## src/hw/rtl/psd_pkg.sv

```systemverilog
// Package for the program stream demultiplexer.
// Holds the parse phase type, the result bundle, constants and timestamp helpers.
// No dependencies.
`timescale 1ns / 1ps
package psd_pkg;

   localparam int HEADER_KEEP    = 24;
   localparam int STUFFING_LIMIT = 23;

   localparam logic [7:0] ID_PROGRAM_END = 8'hb9;
   localparam logic [7:0] ID_PACK        = 8'hba;
   localparam logic [7:0] ID_AUDIO_LO    = 8'hc0;
   localparam logic [7:0] ID_AUDIO_HI    = 8'hdf;
   localparam logic [7:0] ID_VIDEO_LO    = 8'he0;
   localparam logic [7:0] ID_VIDEO_HI    = 8'hef;
   localparam logic [7:0] VIDEO_ID_RESET = 8'he0;

   localparam logic [1:0] ROUTE_NONE  = 2'd0;
   localparam logic [1:0] ROUTE_VIDEO = 2'd1;
   localparam logic [1:0] ROUTE_AUDIO = 2'd2;

   localparam logic [2:0] EV_NONE     = 3'd0;
   localparam logic [2:0] EV_PROG_END = 3'd1;
   localparam logic [2:0] EV_ES_SEEN  = 3'd2;
   localparam logic [2:0] EV_ODD_PACK = 3'd3;
   localparam logic [2:0] EV_STUFFING = 3'd4;

   typedef enum logic [3:0] {
      PH_SEARCH, PH_ID, PH_PACK, PH_SKIPLEN, PH_PES_FIXED, PH_PES2,
      PH_PES1_STUFF, PH_PES1_STD2, PH_PES1_FLAG, PH_PES1_TS, PH_PAYLOAD, PH_SKIP
   } phase_type;

   typedef struct packed {
      logic [1:0]  route;
      logic [7:0]  payload_byte;
      logic        ts_valid;
      logic        ts_is_audio;
      logic [32:0] pts;
      logic [32:0] dts;
      logic [2:0]  event_res;
   } result_type;

   function automatic logic [32:0] stamp(input logic [7:0] b0, input logic [7:0] b1,
                                         input logic [7:0] b2, input logic [7:0] b3,
                                         input logic [7:0] b4);
      stamp = {b0[3:1], b1, b2[7:1], b3, b4[7:1]};
   endfunction

   function automatic logic [4:0] skip_of(input logic [7:0] flag);
      case (flag[7:4])
         4'd2:    skip_of = 5'd4;
         4'd3:    skip_of = 5'd9;
         default: skip_of = 5'd0;
      endcase
   endfunction

   function automatic logic is_audio(input logic [7:0] id);
      is_audio = (id >= ID_AUDIO_LO) && (id <= ID_AUDIO_HI);
   endfunction

endpackage

```

## src/hw/rtl/program_stream_demux_unit.sv

```systemverilog
// Top level of the program stream demultiplexer: input register, result register
// and the video id register around psd_parser. Depends on psd_pkg.
//
//   channel | direction | ports
//   req     | in        | req_valid, req_ready, req_data_byte
//   rsp     | out       | rsp_valid, rsp_ready, rsp_route ... rsp_event_res
//   csr     | in        | csr_wr_en, csr_wr_data (video_stream_id)
//
// One byte per cycle sustained while rsp_ready stays high; the parse step sits
// between the input and result registers and writes on each advance.
// Reset is synchronous; the parser restarts its start code search.
// A stalled rsp holds the result; the input register then fills and req_ready drops.
`timescale 1ns / 1ps
module program_stream_demux_unit import psd_pkg::*; (
   input  logic        clock,
   input  logic        reset,
   input  logic        req_valid,
   output logic        req_ready,
   input  logic [7:0]  req_data_byte,
   output logic        rsp_valid,
   input  logic        rsp_ready,
   output logic [1:0]  rsp_route,
   output logic [7:0]  rsp_payload_byte,
   output logic        rsp_ts_valid,
   output logic        rsp_ts_is_audio,
   output logic [32:0] rsp_pts,
   output logic [32:0] rsp_dts,
   output logic [2:0]  rsp_event_res,
   input  logic        csr_wr_en,
   input  logic [7:0]  csr_wr_data
);

   logic       in_valid_ff;
   logic [7:0] in_byte_ff;
   logic       out_valid_ff;
   result_type out_ff, step_res;
   logic [7:0] video_id_ff;
   logic       advance;

   assign advance   = in_valid_ff && (!out_valid_ff || rsp_ready);
   assign req_ready = !in_valid_ff || advance;

   psd_parser u_parser (
      .clock     (clock),
      .reset     (reset),
      .step_en   (advance),
      .data_byte (in_byte_ff),
      .video_id  (video_id_ff),
      .result    (step_res)
   );

   always_ff @(posedge clock) begin
      if (reset) begin
         in_valid_ff  <= 1'b0;
         out_valid_ff <= 1'b0;
         video_id_ff  <= VIDEO_ID_RESET;
      end else begin
         if (req_valid && req_ready) in_valid_ff <= 1'b1;
         else if (advance) in_valid_ff <= 1'b0;
         if (advance) out_valid_ff <= 1'b1;
         else if (rsp_ready) out_valid_ff <= 1'b0;
         if (csr_wr_en) video_id_ff <= csr_wr_data;
      end
   end

   always_ff @(posedge clock) begin
      if (req_valid && req_ready) in_byte_ff <= req_data_byte;
      if (advance) out_ff <= step_res;
   end

   assign rsp_valid        = out_valid_ff;
   assign rsp_route        = out_ff.route;
   assign rsp_payload_byte = out_ff.payload_byte;
   assign rsp_ts_valid     = out_ff.ts_valid;
   assign rsp_ts_is_audio  = out_ff.ts_is_audio;
   assign rsp_pts          = out_ff.pts;
   assign rsp_dts          = out_ff.dts;
   assign rsp_event_res    = out_ff.event_res;

`ifndef SYNTHESIS
   a_payload_quiet: assert property (@(posedge clock) disable iff (reset)
      rsp_valid && rsp_route != ROUTE_NONE |-> !rsp_ts_valid && rsp_event_res == EV_NONE)
      else $error("payload byte carries header result");
   a_no_stamp: assert property (@(posedge clock) disable iff (reset)
      rsp_valid && !rsp_ts_valid |-> rsp_pts == 33'd0 && rsp_dts == 33'd0 && !rsp_ts_is_audio)
      else $error("timestamp without ts_valid");
   a_route_zero: assert property (@(posedge clock) disable iff (reset)
      rsp_valid && rsp_route == ROUTE_NONE |-> rsp_payload_byte == 8'd0)
      else $error("payload byte on header transaction");
`endif

endmodule

```

## src/hw/rtl/psd_parser.sv

```systemverilog
// Parser state and header store of the program stream demultiplexer.
// Consumes one byte per step and forms its result. Depends on psd_pkg.
`timescale 1ns / 1ps
module psd_parser import psd_pkg::*; (
   input  logic       clock,
   input  logic       reset,
   input  logic       step_en,
   input  logic [7:0] data_byte,
   input  logic [7:0] video_id,
   output result_type result
);

   phase_type   phase_ff, phase_in;
   logic [8:0]  cnt_ff, cnt_in;
   logic [15:0] left_ff, left_in;
   logic [23:0] win_ff, win_in;
   logic [7:0]  latch_ff, latch_in;
   logic [8:0]  tgt_ff, tgt_in;
   logic [7:0]  store_ff [HEADER_KEEP];
   logic [7:0]  view [HEADER_KEEP];

   logic        wa_req, wb_en, fin1, fin2;
   logic [8:0]  wa_idx;
   logic [7:0]  track;
   logic [4:0]  skip;
   logic        tested;
   logic [32:0] st9, st14;
   logic [17:0] rem;
   logic [7:0]  b;

   assign b = data_byte;

   always_comb begin
      phase_in = phase_ff;
      cnt_in   = cnt_ff;
      left_in  = left_ff;
      win_in   = win_ff;
      latch_in = latch_ff;
      tgt_in   = tgt_ff;
      wa_req   = 1'b0;
      wa_idx   = cnt_ff;
      wb_en    = 1'b0;
      fin1     = 1'b0;
      fin2     = 1'b0;
      track    = 8'd0;
      skip     = 5'd0;
      tested   = 1'b0;
      rem      = 18'd0;
      result   = '0;
      case (phase_ff)
         PH_SEARCH: begin
            win_in = {win_ff[15:0], b};
            if (win_in == 24'h000001) phase_in = PH_ID;
         end
         PH_ID: begin
            wa_req = 1'b1;
            wa_idx = 9'd3;
            cnt_in = 9'd4;
            win_in = '1;
            if (b >= ID_VIDEO_LO && b <= ID_VIDEO_HI && video_id == 8'd0 && latch_ff == 8'd0)
               latch_in = b;
            track = (video_id != 8'd0) ? video_id : latch_in;
            if (b == ID_PROGRAM_END) begin
               result.event_res = EV_PROG_END;
               phase_in = PH_SEARCH;
            end else if (b == ID_PACK) begin
               phase_in = PH_PACK;
            end else if (is_audio(b) || (track != 8'd0 && b == track)) begin
               phase_in = PH_PES_FIXED;
            end else if (b < ID_PROGRAM_END) begin
               result.event_res = EV_ES_SEEN;
               phase_in = PH_SEARCH;
            end else begin
               phase_in = PH_SKIPLEN;
            end
         end
         PH_PACK: begin
            cnt_in = cnt_ff + 9'd1;
            if (cnt_ff == 9'd4) begin
               if (b[7:6] == 2'b01) tgt_in = 9'd14;
               else if (b[7:4] == 4'b0010) tgt_in = 9'd12;
               else result.event_res = EV_ODD_PACK;
            end else if (cnt_ff == 9'd13 && tgt_ff == 9'd14) begin
               tgt_in = 9'd14 + {6'd0, b[2:0]};
            end
            if (result.event_res == EV_ODD_PACK || cnt_in >= tgt_in) begin
               phase_in = PH_SEARCH;
               win_in   = '1;
            end
         end
         PH_SKIPLEN: begin
            wa_req = 1'b1;
            cnt_in = cnt_ff + 9'd1;
            if (cnt_ff >= 9'd5) begin
               left_in = {store_ff[4], b};
               if (left_in == 16'd0) begin
                  phase_in = PH_SEARCH;
                  win_in   = '1;
               end else begin
                  phase_in = PH_SKIP;
               end
            end
         end
         PH_PES_FIXED, PH_PES1_STUFF, PH_PES1_FLAG: begin
            if (phase_ff == PH_PES_FIXED) wa_req = 1'b1;
            cnt_in = cnt_ff + 9'd1;
            tested = (cnt_ff == 9'd6) || (cnt_ff + 9'd1 < 9'(STUFFING_LIMIT));
            if (phase_ff == PH_PES_FIXED && cnt_ff < 9'd6) begin
               phase_in = PH_PES_FIXED;
            end else if (phase_ff == PH_PES_FIXED && b[7:6] == 2'b10) begin
               phase_in = PH_PES2;
            end else if (phase_ff != PH_PES1_FLAG && tested && b == 8'hff) begin
               phase_in = PH_PES1_STUFF;
            end else if (phase_ff != PH_PES1_FLAG && b[7:6] == 2'b01) begin
               if (!tested) result.event_res = EV_STUFFING;
               phase_in = PH_PES1_STD2;
            end else begin
               if (phase_ff != PH_PES1_FLAG && !tested) result.event_res = EV_STUFFING;
               wb_en = 1'b1;
               skip  = skip_of(b);
               if (skip == 5'd0) begin
                  fin1 = 1'b1;
               end else begin
                  left_in  = {11'd0, skip};
                  phase_in = PH_PES1_TS;
               end
            end
         end
         PH_PES2: begin
            wa_req = 1'b1;
            cnt_in = cnt_ff + 9'd1;
            if (cnt_ff == 9'd8) tgt_in = 9'd9 + {1'b0, b};
            if (cnt_ff >= 9'd8 && cnt_in >= tgt_in) fin2 = 1'b1;
         end
         PH_PES1_STD2: begin
            cnt_in   = cnt_ff + 9'd1;
            phase_in = PH_PES1_FLAG;
         end
         PH_PES1_TS: begin
            skip   = skip_of(store_ff[9]);
            cnt_in = cnt_ff + 9'd1;
            if (left_ff >= 16'd1 && left_ff <= {11'd0, skip}) begin
               wa_req = 1'b1;
               wa_idx = {4'd0, 5'd10 + skip - left_ff[4:0]};
            end
            if (left_ff <= 16'd1) begin
               left_in = 16'd0;
               fin1    = 1'b1;
            end else begin
               left_in = left_ff - 16'd1;
            end
         end
         PH_PAYLOAD, PH_SKIP: begin
            if (phase_ff == PH_PAYLOAD) begin
               result.route        = is_audio(store_ff[3]) ? ROUTE_AUDIO : ROUTE_VIDEO;
               result.payload_byte = b;
            end
            if (left_ff <= 16'd1) begin
               left_in  = 16'd0;
               phase_in = PH_SEARCH;
               win_in   = '1;
            end else begin
               left_in = left_ff - 16'd1;
            end
         end
         default: begin
            phase_in = PH_SEARCH;
            win_in   = '1;
         end
      endcase

      for (int i = 0; i < HEADER_KEEP; i++) begin
         view[i] = ((wa_req && wa_idx == 9'(i)) || (wb_en && i == 9)) ? b : store_ff[i];
      end
      st9  = stamp(view[9], view[10], view[11], view[12], view[13]);
      st14 = stamp(view[14], view[15], view[16], view[17], view[18]);

      if (fin1 && view[9][7:5] == 3'b001) begin
         result.ts_valid = 1'b1;
         result.pts      = st9;
         result.dts      = (view[9][7:4] == 4'b0011) ? st14 : st9;
      end
      if (fin2 && view[7][7] && view[8] >= 8'd5) begin
         result.ts_valid = 1'b1;
         result.pts      = st9;
         result.dts      = (view[7][6] && view[8] >= 8'd10) ? st14 : st9;
      end
      if (fin1 || fin2) begin
         result.ts_is_audio = result.ts_valid & is_audio(view[3]);
         rem = 18'd6 + {2'd0, view[4], view[5]} - {9'd0, cnt_in};
         if (!rem[17] && rem != 18'd0) begin
            left_in  = rem[15:0];
            phase_in = PH_PAYLOAD;
         end else begin
            phase_in = PH_SEARCH;
            win_in   = '1;
         end
      end
   end

   always_ff @(posedge clock) begin
      if (reset) begin
         phase_ff <= PH_SEARCH;
         cnt_ff   <= '0;
         left_ff  <= '0;
         win_ff   <= '1;
         latch_ff <= '0;
         tgt_ff   <= '0;
      end else if (step_en) begin
         phase_ff <= phase_in;
         cnt_ff   <= cnt_in;
         left_ff  <= left_in;
         win_ff   <= win_in;
         latch_ff <= latch_in;
         tgt_ff   <= tgt_in;
      end
   end

   always_ff @(posedge clock) begin
      if (step_en) begin
         for (int i = 0; i < HEADER_KEEP; i++) begin
            store_ff[i] <= view[i];
         end
      end
   end

`ifndef SYNTHESIS
   a_left_nonzero: assert property (@(posedge clock) disable iff (reset)
      (phase_ff == PH_PAYLOAD || phase_ff == PH_SKIP) |-> left_ff != 16'd0)
      else $error("payload or skip phase with nothing left");
   a_latch_video: assert property (@(posedge clock) disable iff (reset)
      latch_ff != 8'd0 |-> (latch_ff >= ID_VIDEO_LO && latch_ff <= ID_VIDEO_HI))
      else $error("latched video id outside video range");
   a_latch_hold: assert property (@(posedge clock) disable iff (reset)
      $past(latch_ff) != 8'd0 && !$past(reset) |-> $stable(latch_ff))
      else $error("latched video id changed");
`endif

endmodule

```

## config.mk

```make
export PLATFORM = sky130hd
export DESIGN_NAME = program_stream_demux_unit
export DESIGN_NICKNAME = d
export VERILOG_FILES = /design/src/hw/rtl/psd_pkg.sv /design/src/hw/rtl/program_stream_demux_unit.sv /design/src/hw/rtl/psd_parser.sv
export SDC_FILE = /design/constraint.sdc
export NUM_CORES = 1
export LEC_CHECK = 0
export ABC_AREA = 1
export BUFFER_PORTS_ARGS = -buffer_cell sky130_fd_sc_hd__buf_4
export CAP_MARGIN = 15
export CORE_MARGIN = 2
export CORE_UTILIZATION = 52
export CTS_BUF_LIST = sky130_fd_sc_hd__clkbuf_2 sky130_fd_sc_hd__clkbuf_4 sky130_fd_sc_hd__clkbuf_8
export CTS_CLUSTER_SIZE = 30
export DETAILED_ROUTE_END_ITERATION = 6
export HOLD_SLACK_MARGIN = 0.05
export PLACE_DENSITY = 0.7
export SYNTH_ARGS = -nofsm -noshare
export SYNTH_HDL_FRONTEND = slang
export SYNTH_SLANG_ARGS = --single-unit
```

## constraint.sdc

```tcl
create_clock -name clock -period 7.04 [get_ports clock]
set_clock_uncertainty 0.2 [all_clocks]
set_input_delay 0.704 -clock clock [delete_from_list [all_inputs] [get_ports clock]]
set_output_delay 0.704 -clock clock [all_outputs]
set_load 0.01 [all_outputs]
```

==> qor.yml, run 1 <==
status: "completed"
clk_transition_reported_paths_ps: 70
synth_cell_types: 52
post-route-drc-count: 0
instances_no_fill: 2581
hold_viol_final: 0
worst_slew_pin_slew_ps: 1130
grtUsageTotal_pct: 27.6
num_vias: 14800
io_buffers: 103
critical_path.max_fanout: 16
critPathLaunchType: "flip-flop"
hold_buffers: 0
postSynth.asyncResetShare_pct: 0
syn2layout_area_growth_pct: 12.5
fin_crit_ps: 6440
antennaDiodeCount: 0
synth.avg_cell_area_um2: 7.79
numCtsBuffers: 45
start_util_pct: 52.8
ant_nets: 0
die_x_um: 180
place_inst: 2494
worst_ep_arrival_time_ps: 6730
cts_sinks: 260
drive_gt1_share_pct: 13.3
overflow: 0
h-tree-depth: 2
slew_headroom_pct: 24.8
max_stage_delay_ps: 380
yosys_warnings: 0
setup.worst_path.end_class: "flip-flop"
die_h_um: 180
routabilityCongestion: 0.955
crit_path_frequent_cell: "nand2_1"
grt_pass1_vias: 13800
synth_cells: 2074
p_per_area_mw_per_mm2: 195
core_mm2: 0.0306
placementRows: 64
via_per_inst: 5.73
setup_viol: 0
synth_edf_count: 188
ys_ff_latch: 260
crit_type: "flip-flop to flip-flop"
clk_latency_ps: 570
grt_pass1_wl_um: 73500
dpl.hpwl_um: 31200
grt_max_degree: 131
tns_ps: 0
cp.required_ps: 7340
fmax_ghz: 0.155
fin_crit_sh_pct: 91.4
hold_path.class: "primary input to flip-flop"
slew_violations: 0
drv_cap: 0
cts_tree: "done"
synth.yosys.seq_area_share_pct: 43.8
synth_flop_cell: "edfxtp_1"
fillers: 2767
slowest_stage: "edfxtp_1"
synth_fp_nets: 2144
p_leak_uw: 0.00830
die_area_mm2: 0.0325
nNetsFinal: 2221
pin_count: 104
antenna_found_initial: 0
wirelength_um: 45800
syn_area_mm2: 0.0162
drtIter0Drc: 1495
cts-root-buf: "clkbuf_8"
postLayoutCoreUtil_pct: 59.5
ir_drop_uv: 107
power_uw: 3540
cts.path.max_buffers: 3
wl_per_cell_um: 17.8
firstDrtPassIters: 6
-- critical path: cells and delay by family, from the launching register on --
family	cells	cell delay, ps
buffers and inverters	5	460
and+or+nand+nor	28	3190
DFF	1	380
adders and majority gates	3	1000
AOI/OAI and AO/OA	6	1120
-- registers in the layout (all words and copies together), names as in the netlist --
| name | count |
|---|---|
| u_parser.store_ff | 99 |
| rsp_dts | 33 |
| rsp_pts | 33 |
| u_parser.left_ff | 16 |
| u_parser.win_ff | 16 |
| u_parser.cnt_ff | 9 |
| u_parser.tgt_ff | 9 |
| in_byte_ff | 8 |
| rsp_payload_byte | 8 |
| u_parser.latch_ff | 8 |
| video_id_ff | 8 |
| u_parser.phase_ff | 4 |
| rsp_event_res | 3 |
| rsp_route | 2 |
| in_valid_ff | 1 |
| rsp_ts_is_audio | 1 |
| rsp_ts_valid | 1 |
| rsp_valid | 1 |
-- path summary, 6_finish.rpt --
check	from	end	slack, ps	cells after the start
min	req_data_byte[0]	in_byte_ff[0]$_DFFE_PP_	110	1
max reg2reg	u_parser.store_ff[9][7]$_DFFE_PP_	u_parser.win_ff[2]$_SDFFE_PP1P_	600	42
max	u_parser.store_ff[9][7]$_DFFE_PP_	u_parser.win_ff[2]$_SDFFE_PP1P_	600	42
min reg2reg	u_parser.latch_ff[4]$_SDFFE_PP0P_	u_parser.latch_ff[4]$_SDFFE_PP0P_	290	2
-- metrics by stage --
stage | worst slack, ps | instance area [um2] | hold slack [ps]
after CTS | 301 | 18100 | 76.5
after floorplan | 1400 | 16200 | 238
final | 602 | 18200 | 111
after global placement | 635 | 17200 | 266
after global routing | -35.7 | 18200 | 91.9
after detailed placement | 322 | 17200 | 269
-- kinds of logic (layout without fill, tap and decap cells) --
group,after synthesis,after routing,synth area share (%)
simple gates,828,829,23.2
compound gates,534,534,17.9
buf+inv,359,469,8.72
flops,260,260,43.8
fa+ha+maj,49,49,3.89
xor+xnor,43,43,2.33
mux,1,1,0.0619
-- layout by cell type (no fill, tap or decap), types with 5 or more instances in the layout --
cell / instances
a2111oi_0: 15
a21oi_1: 179
a31oi_1: 7
buf_4: 127
clkbuf_4: 19
clkbuf_8: 48
clkinv_1: 12
clkinv_2: 5
dfxtp_1: 72
edfxtp_1: 188
ha_1: 47
inv_1: 235
inv_2: 16
nand2_1: 404
nand2_2: 24
nand3_1: 120
nand3_2: 10
nand4_1: 33
nor2_1: 161
nor2_2: 7
nor2_4: 13
nor3_1: 26
nor4_1: 13
o211ai_1: 11
o21ai_0: 257
o21ai_1: 13
o21bai_1: 6
o221ai_1: 9
o22ai_1: 17
o31ai_1: 5
xnor2_1: 6
xor2_1: 37
-- what timing repair did --
action / CTS / global route
endpoints found under the setup margin: 0 / 34
buffers inserted: 0 / 5
gates resized for setup: 0 / 2
-- final cells by class --
cell class / instances / area [um2] / area share [%]
Clock inverter: 14 / 150 / 0.825
Tap cell: 396 / 495 / 2.72
Sequential cell: 260 / 7090 / 39.0
Multi-Input combinational cell: 1456 / 7700 / 42.3
Timing Repair Buffer: 128 / 973 / 5.35
Clock buffer: 67 / 803 / 4.42
Inverter: 260 / 983 / 5.41
-- routing by layer --
metal  track usage, %  part of all wire [%]  vias up
met5                0                     0        -
met4             9.84                   3.3        0
met3             4.49                   8.3      107
met2             44.3                    45      642
met1             37.9                    43     6805
li1                 -                     -     7233
-- synthesized netlist by cell type, drive strengths merged (29+ instances only) --
library cell  count  area share (%)
nand2           430              10
o21ai           271             8.4
inv             252             5.9
edfxtp          188              35
nor2            182             5.0
a21oi           181             5.7
nand3           133             4.7
dfxtp            72             8.9
clkbuf           70             1.6
ha               47             3.6
xor2             37             2.0
nand4            33             1.3
buf              29             1.1
-- report_power, final --
part	total [uW]	internal, uW	switching (uW)
sequential	1710	1680	33.2
clock	1470	843	629
combinational	356	114	242
total	3540	2640	904
No activity file was read; power rests on OpenSTA's default activity.
==> run 2: changes to the inputs <==
Settings changed: CORE_UTILIZATION 52 to 28, PLACE_DENSITY 0.7 to not set, REMOVE_ABC_BUFFERS set to 1.
==> run 2 against run 1 <==
Total power is 2.5% higher. Highest routed layer unchanged. Non-clock buffer count is 21 higher. Sequential share of layout area decreased by 1.4 points. Fmax rose by 3.0%. Combinational power increased by 4%. Sequential power hardly changed. Global-route usage shrank 11 points. Hold slack lost 11 ps. Worst setup slack better by 190 ps. Utilization is 27 points lower.
==> qor.yml, run 2 (synthesis results as in run 1) <==
instances_no_fill: 2976
grtUsageTotal_pct: 16.3
crit_path_frequent_cell: "nand2_1"
slowest_stage: "edfxtp_1"
syn2layout_area_growth_pct: 16.8
clkPwrFrac_pct: 42.6
start_util_pct: 28.2
power_uw: 3630
grt_pass1_vias: 13900
core_mm2: 0.0574
power_frac_seq_pct: 47.2
place_inst: 2871
clk_latency_ps: 620
wirelength_um: 50100
p_switching_uw: 966
pin_count: 104
grt_max_degree: 93
postLayoutCoreUtil_pct: 32.9
hold_viol_final: 0
ir_drop_uv: 115
setup.worst_path.start: "u_parser.store_ff[9][7]$_DFFE_PP_"
final_common_cell: "nand2_1"
placementRows: 88
cts_tree: "done"
timing.rr.end: "u_parser.left_ff[13]$_SDFFE_PP0P_"
drive_gt1_share_pct: 13.8
setup_viol: 0
fin_crit_sh_pct: 88.8
max_stage_delay_ps: 380
antennaDiodeCount: 0
multi_input_area_mm2: 0.00769
regArea_mm2: 0.00709
h-tree-depth: 2
drv_cap: 0
cp.required_ps: 7310
fillers: 6003
via_per_inst: 4.99
largest-register: "u_parser.store_ff"
final_cell_mix: "nand2_1 (403), o21ai_0 (257), inv_1 (235), edfxtp_1 (188), a21oi_1 (179)"
io_buffers: 103
firstDrtPassIters: 6
fin_crit_ps: 6250
num_vias: 14900
slew_headroom_pct: 26.5
fmax_ghz: 0.160
critical_path.max_fanout: 12
r2r_setup_slack_ps: 790
r2r_cells: 45
setup.worst_path.end_class: "flip-flop"
wl_per_cell_um: 16.8
cts_sinks: 260
die_h_um: 244
drtIter0Drc: 1418
grt_pass1_wl_um: 78300
dpl.hpwl_um: 34400
clk_transition_reported_paths_ps: 60
status: "completed"
post-route-drc-count: 0
r2r-start: "u_parser.store_ff[9][7]$_DFFE_PP_"
power.internal_uw: 2670
hold_path.class: "primary input to flip-flop"
crit_type: "flip-flop to flip-flop"
cp_top_family: "simple AND/OR/NAND/NOR gates"
switching_share_pct: 26.6
numCtsBuffers: 47
cp_num_buf_inv: 7
antenna_found_initial: 1
die_area_mm2: 0.0597
cp.depth: 45
holdWs_ps: 100
largest_reg_flops: 99
cts.path.max_buffers: 3
tns_ps: 0
cts-root-buf: "clkbuf_8"
p_comb_share_pct: 10.2
nNetsFinal: 2243
overflow: 0
p_leak_uw: 0.00842
slew_violations: 0
rsz0062_at_grt: "no"
routabilityCongestion: 0.959
die_x_um: 244
worst_ep_arrival_time_ps: 6530
worst_slew_pin_slew_ps: 1100
cp-endpoint: "u_parser.left_ff[13]$_SDFFE_PP0P_"
critPathLaunchType: "flip-flop"
p_per_area_mw_per_mm2: 192
ant_nets: 0
[run 2: tightest hold or removal path, cell delays in order]
cell     delay [ps]
buf_4            80
nand2_1          40
nand3_1          60
[run 2: metal layers]
metal  wire (um)  vias up  global-route usage (%)
li1            -     7277                       -
met1       22400     6951                    22.0
met2       23300      534                    26.9
met3        3160       89                    2.48
met4        1290        0                    5.02
met5           0        -                       0
[run 2: how the worst min path moves through the flow]
stage,slack (ps),to,from,depth (start not counted)
2_1_floorplan,240,u_parser.latch_ff[4]$_SDFFE_PP0P_,u_parser.latch_ff[4]$_SDFFE_PP0P_,2
6_report,100,video_id_ff[7]$_SDFFE_PP1P_,csr_wr_data[7],3
5_1_grt,100,video_id_ff[1]$_SDFFE_PP0P_,csr_wr_data[1],3
3_5_place_dp,270,u_parser.latch_ff[4]$_SDFFE_PP0P_,u_parser.latch_ff[4]$_SDFFE_PP0P_,2
3_3_place_gp,260,u_parser.latch_ff[4]$_SDFFE_PP0P_,u_parser.latch_ff[4]$_SDFFE_PP0P_,2
4_1_cts,60,video_id_ff[7]$_SDFFE_PP1P_,csr_wr_data[7],3
[run 2: power groups by stage]
stage | Clock (uW) | Combinational [uW] | Sequential, uW
floorplan | 0 | 204 | 1760
global placement | 0 | 358 | 1750
detailed placement | 0 | 364 | 1750
CTS | 1590 | 369 | 1710
global route | 1650 | 407 | 1720
finish | 1550 | 371 | 1710
[run 2: area by class of cell]
class                   count  area share, %
flip-flops and latches    260           37.5
clock inverters            22           1.04
multi-input cells        1455           40.7
clock buffers              65           4.31
well taps                 765           5.07
repair buffers            149           6.10
inverters                 260           5.21
[run 2: metrics by stage]
stage | instance area [um2] | setup WS, ps
floorplan | 15700 | -135
global placement | 17700 | 597
detailed placement | 17700 | 447
CTS | 18800 | 409
global route | 18900 | 43.7
finish | 18900 | 788
[run 2: repair_timing]
action | 4_1_cts | 5_1_grt
gates resized for setup | 0 | 3
endpoints found under the hold margin | 8 | 0
hold buffers | 8 | 0
setup endpoints to repair | 0 | 34
buffers inserted | 0 | 10
==> run 3: changes to the inputs <==
Settings changed: CORE_UTILIZATION 28 to 55, PLACE_DENSITY set to 0.73.
==> run 3 against run 2 <==
Hold slack gained 9.3 ps. Fmax is 1.8% lower. Clock power decreased by 9.7%. Combinational power shrank 5%. Non-clock buffer count decreased by 20. Critical path depth fell by 2. Global-route usage is 13 points higher. First-iteration DRC count is 3.4% higher. Die area shrank 48%. Utilization rose by 30 points. Critical endpoint is now u_parser.left_ff[6]$_SDFFE_PP0P_. Highest routed layer unchanged.
==> qor.yml, run 3 (synthesis results as in run 1) <==
status: "completed"
numCtsBuffers: 44
p_leak_uw: 0.00828
cts_sinks: 260
die_h_um: 175
grt_pass1_vias: 13900
postLayoutCoreUtil_pct: 62.9
clk_transition_reported_paths_ps: 60
wl_per_cell_um: 17.5
p_per_area_mw_per_mm2: 191
ir_drop_uv: 130
r2r_setup_slack_ps: 670
largest-register: "u_parser.store_ff"
dpl.hpwl_um: 30300
critPathLaunchType: "flip-flop"
p_switching_uw: 911
hold_viol_final: 0
cts-root-buf: "clkbuf_8"
top_usage_layer: "met2"
final_cell_mix: "nand2_1 (404), o21ai_0 (256), inv_1 (235), edfxtp_1 (188), a21oi_1 (179)"
ant_nets: 0
clk_latency_ps: 570
power.internal_uw: 2550
fmax_ghz: 0.157
nNetsFinal: 2220
multi_input_area_mm2: 0.00769
min_from: "req_data_byte[3]"
pin_count: 104
switching_share_pct: 26.3
wirelength_um: 44900
setup.worst_path.end_class: "flip-flop"
io_buffers: 103
fin_crit_sh_pct: 90.5
cts.path.max_buffers: 3
max_stage_delay_ps: 380
start_util_pct: 56.0
cp.required_ps: 7260
h-tree-depth: 2
grt_max_degree: 131
die_area_mm2: 0.0308
critical_path.max_fanout: 8
grtUsageTotal_pct: 29.0
overflow: 0
r2r-start: "u_parser.store_ff[9][7]$_DFFE_PP_"
cts_tree: "done"
worst_ep_arrival_time_ps: 6590
via_per_inst: 5.74
slew_headroom_pct: 29.0
largest_reg_flops: 99
gr-usage-met3_pct: 4.42
num_vias: 14700
r2r_cells: 43
syn2layout_area_growth_pct: 12.3
slowest_stage: "edfxtp_1"
core_mm2: 0.0289
firstDrtPassIters: 6
drtIter0Drc: 1466
grt_use_met2_pct: 47.7
slew_violations: 0
die_x_um: 175
power_uw: 3460
fillers: 2572
post-route-drc-count: 0
antenna_found_initial: 0
hold_path.class: "primary input to flip-flop"
p_comb_share_pct: 10.2
regArea_mm2: 0.00709
placementRows: 62
timing.rr.end: "u_parser.left_ff[6]$_SDFFE_PP0P_"
clkPwrFrac_pct: 40.3
setup_viol: 0
grt_use_met1_pct: 38.8
worst_slew_pin_slew_ps: 1060
routabilityCongestion: 0.961
holdWs_ps: 110
hold_path_depth: 1
antennaDiodeCount: 0
power_frac_seq_pct: 49.5
drive_gt1_share_pct: 13.1
grt_pass1_wl_um: 72200
crit_path_frequent_cell: "nand2_1"
final_common_cell: "nand2_1"
fin_crit_ps: 6370
worst_hold_path.endpoint: "in_byte_ff[3]$_DFFE_PP_"
drv_cap: 0
crit_type: "flip-flop to flip-flop"
==> run 3: changes by cell type in the layout (fill, tap and decap cells not counted), moves of 2 or more <==
cell           delta
clkbuf_8          -4
clkbuf_4          +3
buf_12            +2
clkinv_2          -3
bufinv_16         -2
buf_4            -14
dlygate4sd3_1     -8
==> run 3: worst max-delay path by stage <==
stage                                 startpoint                                 to  slack (ps)  cells past startpoint
6_report       u_parser.store_ff[9][7]$_DFFE_PP_   u_parser.left_ff[6]$_SDFFE_PP0P_         670                     43
5_1_grt        u_parser.store_ff[9][7]$_DFFE_PP_  u_parser.left_ff[12]$_SDFFE_PP0P_        -0.6                     43
4_1_cts        u_parser.store_ff[9][7]$_DFFE_PP_    u_parser.win_ff[1]$_SDFFE_PP1P_         460                     41
3_5_place_dp   u_parser.store_ff[9][7]$_DFFE_PP_    u_parser.win_ff[4]$_SDFFE_PP1P_         480                     41
3_3_place_gp   u_parser.store_ff[9][7]$_DFFE_PP_    u_parser.win_ff[4]$_SDFFE_PP1P_         690                     41
2_1_floorplan                          rsp_ready  u_parser.latch_ff[0]$_SDFFE_PP0P_        -130                      8
==> run 3: cell type report <==
type                            instances  share of cell area [%]
Clock inverter                         18                   0.696
Clock buffer                           64                    4.30
Multi-Input combinational cell       1455                    42.4
Tap cell                              384                    2.65
Inverter                              260                    5.42
Sequential cell                       260                    39.0
Timing Repair Buffer                  129                    5.54
==> run 3: routing by layer <==
| metal | wire length, um | vias up |
|---|---|---|
| li1 | - | 7243 |
| met1 | 19100 | 6754 |
| met2 | 20700 | 634 |
| met3 | 3540 | 117 |
| met4 | 1550 | 0 |
| met5 | 0 | - |
==> run 3: per-stage QoR <==
stage	cell area [um2]	TNS, ps	instances	setup WS (ps)
3_5_place_dp	17100	0	2479	480
2_1_floorplan	15700	-526	1975	-135
5_1_grt	18200	-0.866	2570	-0.627
3_3_place_gp	17100	0	2479	691
6_report	18200	0	2570	672
4_1_cts	18000	0	2561	456
==> run 3: power by group through the flow <==
| stage | Combinational (uW) | Sequential (uW) | Clock [uW] |
|---|---|---|---|
| 6_report | 354 | 1710 | 1400 |
| 3_3_place_gp | 344 | 1740 | 0 |
| 3_5_place_dp | 350 | 1750 | 0 |
| 2_1_floorplan | 204 | 1760 | 0 |
| 5_1_grt | 392 | 1720 | 1490 |
| 4_1_cts | 351 | 1710 | 1420 |
==> run 3: worst max-delay path, delay by kind of cell, from the launching register on <==
family	cells	cell delay, ps
buffers and inverters	5	530
AND/OR/NAND/NOR	30	3220
adder cells (fa/ha/maj)	3	990
flip-flops	1	380
AO/OA/AOI/OAI	5	890
==> run 3: repair_timing <==
item / in CTS / in global routing
hold buffers: 0 / 0
setup endpoints to repair: 0 / 34
buffers inserted: 0 / 8
resized for setup: 0 / 2
